$ cat config.mk
export PLATFORM = sky130hd
export DESIGN_NAME = ilac_ctrl
export DESIGN_NICKNAME = d
export VERILOG_FILES = /design/src/ilac_pkg.sv /design/src/ilac_ctrl.sv
export SDC_FILE = /design/constraint.sdc
export NUM_CORES = 1
export LEC_CHECK = 0
export BUFFER_PORTS_ARGS = -buffer_cell sky130_fd_sc_hd__buf_4
export CORE_MARGIN = 3
export CORE_UTILIZATION = 30
export CTS_CLUSTER_DIAMETER = 30
export CTS_CLUSTER_SIZE = 30
export DETAILED_ROUTE_END_ITERATION = 7
export PLACE_DENSITY = 0.55
export SLEW_MARGIN = 20
export SYNTH_ARGS = -nofsm -noshare
export SYNTH_HDL_FRONTEND = slang
export SYNTH_SLANG_ARGS = --single-unit
$ cat constraint.sdc
create_clock -name clk_i -period 2.1 [get_ports clk_i]
set_input_delay 0.105 -clock clk_i [delete_from_list [all_inputs] [get_ports clk_i]]
set_output_delay 0.105 -clock clk_i [all_outputs]
set_load 0.01 [all_outputs]
$ cat src/ilac_pkg.sv
// Shared types, constants and the micro-operation table for lever-arm compensation.
package ilac_pkg;

  localparam int DATA_WIDTH_DEF = 32;
  localparam int FRAC_BITS_DEF  = 16;

  localparam int FIELD_W  = 32;
  localparam int OFFSET_W = 20;
  localparam int HZ_W     = 16;
  localparam int CFG_IDX_W  = 2;
  localparam int CFG_DATA_W = 20;
  localparam logic [HZ_W-1:0] HZ_RESET = 16'd1000;

  localparam logic [CFG_IDX_W-1:0] CFG_OFFSET_X = 2'd0;
  localparam logic [CFG_IDX_W-1:0] CFG_OFFSET_Y = 2'd1;
  localparam logic [CFG_IDX_W-1:0] CFG_OFFSET_Z = 2'd2;
  localparam logic [CFG_IDX_W-1:0] CFG_RATE_HZ  = 2'd3;

  localparam int NUM_STEPS = 21;
  localparam int STEP_W    = 5;

  typedef struct packed {
    logic signed [FIELD_W-1:0] accel_x;
    logic signed [FIELD_W-1:0] accel_y;
    logic signed [FIELD_W-1:0] accel_z;
    logic signed [FIELD_W-1:0] rate_x;
    logic signed [FIELD_W-1:0] rate_y;
    logic signed [FIELD_W-1:0] rate_z;
  } in_item_t;

  typedef struct packed {
    logic signed [FIELD_W-1:0] comp_accel_x;
    logic signed [FIELD_W-1:0] comp_accel_y;
    logic signed [FIELD_W-1:0] comp_accel_z;
    logic signed [FIELD_W-1:0] ang_accel_x;
    logic signed [FIELD_W-1:0] ang_accel_y;
    logic signed [FIELD_W-1:0] ang_accel_z;
  } out_item_t;

  typedef enum logic [1:0] {
    A_DIFF  = 2'd0,
    A_RATE  = 2'd1,
    A_ALPHA = 2'd2
  } a_sel_e;

  typedef enum logic [1:0] {
    B_HZ  = 2'd0,
    B_OFS = 2'd1,
    B_WR  = 2'd2
  } b_sel_e;

  typedef enum logic [2:0] {
    K_ALPHA = 3'd0,
    K_TMP   = 3'd1,
    K_WR    = 3'd2,
    K_SUB   = 3'd3,
    K_ADD   = 3'd4
  } kind_e;

  typedef struct packed {
    a_sel_e      a_sel;
    logic [1:0]  a_idx;
    b_sel_e      b_sel;
    logic [1:0]  b_idx;
    kind_e       kind;
    logic [1:0]  dst;
  } uop_t;

  typedef struct packed {
    logic              load;
    logic              issue;
    logic [STEP_W-1:0] step;
    logic              finish;
  } ctrl_cmd_t;

  typedef struct packed {
    logic out_busy;
  } dp_stat_t;

  function automatic uop_t mk_uop(input a_sel_e a, input logic [1:0] ai, input b_sel_e b,
                                  input logic [1:0] bi, input kind_e k, input logic [1:0] d);
    uop_t u;
    u.a_sel = a;
    u.a_idx = ai;
    u.b_sel = b;
    u.b_idx = bi;
    u.kind  = k;
    u.dst   = d;
    return u;
  endfunction

  // alpha, omega x r, alpha x r, omega x (omega x r)
  function automatic uop_t uop_at(input logic [STEP_W-1:0] step);
    uop_t u;
    case (step)
      5'd0:  u = mk_uop(A_DIFF, 2'd0, B_HZ, 2'd0, K_ALPHA, 2'd0);
      5'd1:  u = mk_uop(A_DIFF, 2'd1, B_HZ, 2'd0, K_ALPHA, 2'd1);
      5'd2:  u = mk_uop(A_DIFF, 2'd2, B_HZ, 2'd0, K_ALPHA, 2'd2);
      5'd3:  u = mk_uop(A_RATE, 2'd1, B_OFS, 2'd2, K_TMP, 2'd0);
      5'd4:  u = mk_uop(A_RATE, 2'd2, B_OFS, 2'd1, K_WR, 2'd0);
      5'd5:  u = mk_uop(A_RATE, 2'd2, B_OFS, 2'd0, K_TMP, 2'd1);
      5'd6:  u = mk_uop(A_RATE, 2'd0, B_OFS, 2'd2, K_WR, 2'd1);
      5'd7:  u = mk_uop(A_RATE, 2'd0, B_OFS, 2'd1, K_TMP, 2'd2);
      5'd8:  u = mk_uop(A_RATE, 2'd1, B_OFS, 2'd0, K_WR, 2'd2);
      5'd9:  u = mk_uop(A_ALPHA, 2'd1, B_OFS, 2'd2, K_SUB, 2'd0);
      5'd10: u = mk_uop(A_ALPHA, 2'd2, B_OFS, 2'd1, K_ADD, 2'd0);
      5'd11: u = mk_uop(A_ALPHA, 2'd2, B_OFS, 2'd0, K_SUB, 2'd1);
      5'd12: u = mk_uop(A_ALPHA, 2'd0, B_OFS, 2'd2, K_ADD, 2'd1);
      5'd13: u = mk_uop(A_ALPHA, 2'd0, B_OFS, 2'd1, K_SUB, 2'd2);
      5'd14: u = mk_uop(A_ALPHA, 2'd1, B_OFS, 2'd0, K_ADD, 2'd2);
      5'd15: u = mk_uop(A_RATE, 2'd1, B_WR, 2'd2, K_SUB, 2'd0);
      5'd16: u = mk_uop(A_RATE, 2'd2, B_WR, 2'd1, K_ADD, 2'd0);
      5'd17: u = mk_uop(A_RATE, 2'd2, B_WR, 2'd0, K_SUB, 2'd1);
      5'd18: u = mk_uop(A_RATE, 2'd0, B_WR, 2'd2, K_ADD, 2'd1);
      5'd19: u = mk_uop(A_RATE, 2'd0, B_WR, 2'd1, K_SUB, 2'd2);
      5'd20: u = mk_uop(A_RATE, 2'd1, B_WR, 2'd0, K_ADD, 2'd2);
      default: u = mk_uop(A_DIFF, 2'd0, B_HZ, 2'd0, K_ALPHA, 2'd0);
    endcase
    return u;
  endfunction

endpackage

$ cat src/ilac_ctrl.sv
// Sequencer that steps the shared multiplier through one sample set.
module ilac_ctrl (
  input  logic                 clk_i,
  input  logic                 rst_ni,
  input  logic                 in_valid_i,
  output logic                 in_ready_o,
  input  ilac_pkg::dp_stat_t   stat_i,
  output ilac_pkg::ctrl_cmd_t  cmd_o
);

  typedef enum logic [3:0] {
    S_IDLE  = 4'b0001,
    S_RUN   = 4'b0010,
    S_DRAIN = 4'b0100,
    S_DONE  = 4'b1000
  } state_e;

  state_e                      state_q, state_d;
  logic [ilac_pkg::STEP_W-1:0] step_q, step_d;

  localparam logic [ilac_pkg::STEP_W-1:0] LastStep = ilac_pkg::STEP_W'(ilac_pkg::NUM_STEPS - 1);

  always_comb begin
    state_d      = state_q;
    step_d       = step_q;
    in_ready_o   = 1'b0;
    cmd_o.load   = 1'b0;
    cmd_o.issue  = 1'b0;
    cmd_o.step   = step_q;
    cmd_o.finish = 1'b0;
    case (state_q)
      S_IDLE: begin
        in_ready_o = 1'b1;
        if (in_valid_i) begin
          cmd_o.load = 1'b1;
          step_d     = '0;
          state_d    = S_RUN;
        end
      end
      S_RUN: begin
        cmd_o.issue = 1'b1;
        step_d      = step_q + 1'b1;
        if (step_q == LastStep) begin
          state_d = S_DRAIN;
        end
      end
      S_DRAIN: begin
        state_d = S_DONE;
      end
      S_DONE: begin
        if (!stat_i.out_busy) begin
          cmd_o.finish = 1'b1;
          state_d      = S_IDLE;
        end
      end
      default: begin
        state_d = S_IDLE;
      end
    endcase
  end

  always_ff @(posedge clk_i or negedge rst_ni) begin
    if (!rst_ni) begin
      state_q <= S_IDLE;
      step_q  <= '0;
    end else begin
      state_q <= state_d;
      step_q  <= step_d;
    end
  end

  a_accept_runs: assert property (@(posedge clk_i) disable iff (!rst_ni)
    (in_valid_i && in_ready_o) |=> (state_q == S_RUN && step_q == '0))
    else $error("transaction accepted without starting the sequence");

  a_step_bound: assert property (@(posedge clk_i) disable iff (!rst_ni)
    (state_q == S_RUN) |-> (step_q <= LastStep))
    else $error("step counter beyond the micro-operation table");

  a_finish_free: assert property (@(posedge clk_i) disable iff (!rst_ni)
    cmd_o.finish |-> !stat_i.out_busy)
    else $error("result written over a pending transaction");

endmodule

==> Word level (Yosys, flattened, before mapping) <==
Index checks and enable logic that the tools add are counted.
Widths: inputs -> output; s select.
{ "word_totals": {"input_bits": 4, "regBits": 9, "wordCells": 26, "output_inout_bits": 9} }
{ "classes": {"reduce_logical": 3, "n_eq_ne": 8, "addsub": 1, "mux": 12} }
{ "op_table": {"columns": ["cell", "n"], "rows": [
  ["$pmux 4 s4", 1],
  ["$mux 4", 3],
  ["$pmux 5 s2", 1],
  ["$mux 1", 6],
  ["$ne 2x2->1 const B", 3],
  ["$add 5x1->5 const B", 1],
  ["$eq 5x5->1 const B", 1],
  ["$mux 5", 1],
  ["$eq 4x1->1 const B", 1],
  ["$eq 4x2->1 const B", 1],
  ["$eq 4x3->1 const B", 1],
  ["$eq 4x4->1 const B", 1],
  ["$reduce_and 3->1", 1],
  ["$reduce_and 2->1", 1],
  ["$reduce_bool 2->1", 1]
]} }

==> Depth between registers and ports, before layout <==
{ "logic_depth": {"depth_word": 3, "mapped_depth": 5, "mapped_depth_nobuf": 4} }

==> Worst setup path before layout <==
OpenSTA, ideal clock, no wires.
{ "synth_path": {"path_type": "register to register", "startpoint": "reg state_q[0]", "endpoint": "reg step_q[0] in the netlist's numbering", "path_buffers": 1, "t_arrival_ns": 1.597, "required_time_ns": 1.962, "setup_time_ns": 0.138, "path_stages_with_launch": 5, "path_slack_ns": 0.365, "cell_sequence": "dfstp_2 nor4b_1 and2_1 clkbuf_1 o21ai_0"} }
{ "synth_via": {"elab_chain_cells": 3, "elab_cells_between_ends": 6, "cone_classes": "eq/ne (3); mux (1); reduce/logical (2)"} }
{ "synth_rtl": {"columns": ["item", "line", "rtl"], "rows": [
  ["start, declared", "ilac_ctrl.sv:18", "state_e state_q, state_d;"],
  ["start signal, assigned", "ilac_ctrl.sv:67", "state_q <= state_d;"],
  ["$eq 4x1->1 / $eq 4x2->1 (equally long branches)", "ilac_ctrl.sv:31", "case (state_q)"],
  ["$ne 2x2->1 (no line) / $reduce_bool 2->1 (equally long branches)", null, null],
  ["$reduce_and 2->1 (no line)", null, null],
  ["end signal, assigned", "ilac_ctrl.sv:68", "step_q <= step_d;"],
  ["end, declared", "ilac_ctrl.sv:19", "logic [ilac_pkg::STEP_W-1:0] step_q, step_d;"]
]} }
Several ways; a longest one is shown, not always the timed one.
A chain may end at the register's enable or synchronous reset.

==> results.sh <==
export IMPL_p_leak_uw=0.000276
export IMPL_antennaDiodeCount=0
export IMPL_worstPathRequired_ps=2000
export IMPL_grt_pass1_wl_mm=1.68
export IMPL_drive_gt1_share_pct=26.2
export IMPL_numCtsBuffers=3
export IMPL_grt_ovfl_total=0
export IMPL_final_common_cell="buf_4"
export IMPL_dr_pass1_iters=4
export IMPL_synth_warnings=0
export IMPL_drc=0
export IMPL_ys_types=25
export IMPL_slew_viol_final=0
export IMPL_die_w_um=44.7
export IMPL_tns_ps=0
export IMPL_syn_to_final_growth_pct=30.4
export IMPL_final_cells=76
export IMPL_synth_top_area_cell="dfrtp_1"
export IMPL_synthTopCellsByArea="dfrtp_1 (45%), dfstp_2 (5.8%), ha_1 (5.6%)"
export IMPL_cap_violations=0
export IMPL_nNetsFinal=68
export IMPL_min_period_ps=1840
export IMPL_rsz0062_at_grt="no"
export IMPL_wl_um=981
export IMPL_drtAntennaViolNets=0
export IMPL_max_freq_ghz=0.544
export IMPL_wl_per_cell_um=12.9
export IMPL_rows=13
export IMPL_avgSynthCellArea_um2=9.76
export IMPL_grt_max_degree=10
export IMPL_syn_nets=52
export IMPL_ys_ff_latch=9
export IMPL_synth_ff_type="dfrtp_1"
export IMPL_postCtsHoldBufs=1
export IMPL_synth_seq_area_share_pct=50.4
export IMPL_vias_per_cell=5.12
export IMPL_ios=13
export IMPL_fin_skew_ps=6.22
export IMPL_crit_fanout=8
export IMPL_clock_sinks=9
export IMPL_timing_slew_headroom_pct=76.4
export IMPL_root_buffer="clkbuf_4"
export IMPL_p_per_area_nw_per_um2=1050
export IMPL_arrival_ps=1730
export IMPL_synth_area_um2=449
export IMPL_core_um2=1350
export IMPL_die_area_um2=2000
export IMPL_finalHoldViolCount=0
export IMPL_r2r_cells=3
export IMPL_min_path_type="in2reg"
export IMPL_dp_cells=71
export IMPL_post_cts_resized=0
export IMPL_max_stage_delay_ps=660
export IMPL_grtUsageTotal_pct=12.3
export IMPL_fin_crit_sh_pct=87.5
export IMPL_path_clk_slew_ps=60
export IMPL_cts_tree="yes"
export IMPL_r2r_slack_ps=410
export IMPL_critPathKind="reg2out"
export IMPL_ir_worst_vdd_mv=0.544
export IMPL_finalSetupViolCount=0
export IMPL_htreeDepth=1
export IMPL_synth_edff_count=0
export IMPL_synth_top_area_share_pct=44.6
export IMPL_whs_path_depth=3
export IMPL_cp_start_kind="register"
export IMPL_grt_pass1_vias=364
export IMPL_start_util_pct=33.3
export IMPL_synth_async_reset_ratio_pct=100
export IMPL_post_cts_buffers=0
export IMPL_num_vias=389
export IMPL_fp_dieH_um=44.7
export IMPL_worstSetupEndpointType="output port"
export IMPL_io_buffers=12
export IMPL_status="complete, no violations"
export IMPL_cpMaxStageDelayCell="or4b_1"
export IMPL_place_congestion=0.692
export IMPL_crit_chain="or4b_1 > inv_1 > buf_4"
export IMPL_cts_max_path_buffers=2
export IMPL_antenna_found_initial=0
export IMPL_final_cell_mix="buf_4 (12), dfrtp_1 (8), o21ai_0 (5)"
export IMPL_drt_iter0_drc=9
export IMPL_synth_cells=46
export IMPL_clock_latency_ps=260
export IMPL_max_slew_worst_pin_slew_ps=349
## critical path, delay by kind of cell, from the launching register on
| family | cells | cell delay [ps] |
|---|---|---|
| and+or+nand+nor | 1 | 660 |
| buffers and inverters | 2 | 400 |
| DFF | 1 | 400 |
## per-layer routing
metal	vias up	share of wire (%)	GRT usage (%)
met5	-	0	0
met4	0	3.7	10.8
met3	5	7.7	3.59
met2	13	44	15.2
met1	178	44	17.1
li1	193	-	-
## state kept, by name, indices dropped and copies added (netlist names)
register / flops
step_q: 5
state_q: 4
## final cells by class
cell class / count / area (µm²)
clock buffer: 4 / 26.3
fill: 153 / 764
inverter: 3 / 11.3
multi-input combinational: 32 / 203
sequential: 9 / 226
tap: 15 / 18.8
timing repair buffer: 13 / 100
## through the flow
stage | cell area (µm²) | total power (µW) | util, % | worst slack [ps] | hold WS [ps]
2_1_floorplan | 449 | 382 | - | 365 | -191
3_3_place_gp | 549 | 484 | 40.7 | 458 | -66.5
3_5_place_dp | 549 | 483 | 40.7 | 442 | -65.3
4_1_cts | 586 | 623 | 43.4 | 252 | 159
5_1_grt | 586 | 667 | 43.4 | 123 | 172
6_report | 586 | 616 | 43.4 | 262 | 159
## synthesized netlist by cell type (2+ instances only)
library cell and n:
nor2b_1 2, o21ai_0 5, inv_1 3, a21oi_1 2, ha_1 2, nand3_1 2
dfrtp_1 8, nand2_1 4, or3_1 2
## logic make-up (layout without fill, tap and decap cells)
kind of cell | after synthesis | count (layout) | synth area share, %
simple gates | 20 | 20 | 26.7
compound gates | 10 | 10 | 12.8
flops | 9 | 9 | 50.4
buf+inv | 5 | 20 | 4.45
fa+ha+maj | 2 | 2 | 5.57
## power breakdown
part / leakage [µW] / internal, µW / switching (µW)
combinational: 0.000141 / 104 / 118
sequential: 0.000120 / 217 / 41.3
clock: 0.0000150 / 73.3 / 61.5
## worst paths after layout
kind | start | to
max | state_q[2] | cmd_o[6]
min | stat_i | state_q[3]
max reg2reg | state_q[2] | step_q[3]
min reg2reg | state_q[1] | state_q[3]
max in group asynchronous | rst_ni | state_q[0]
min in group asynchronous | rst_ni | step_q[4]
(Power assumes the default switching activity.)
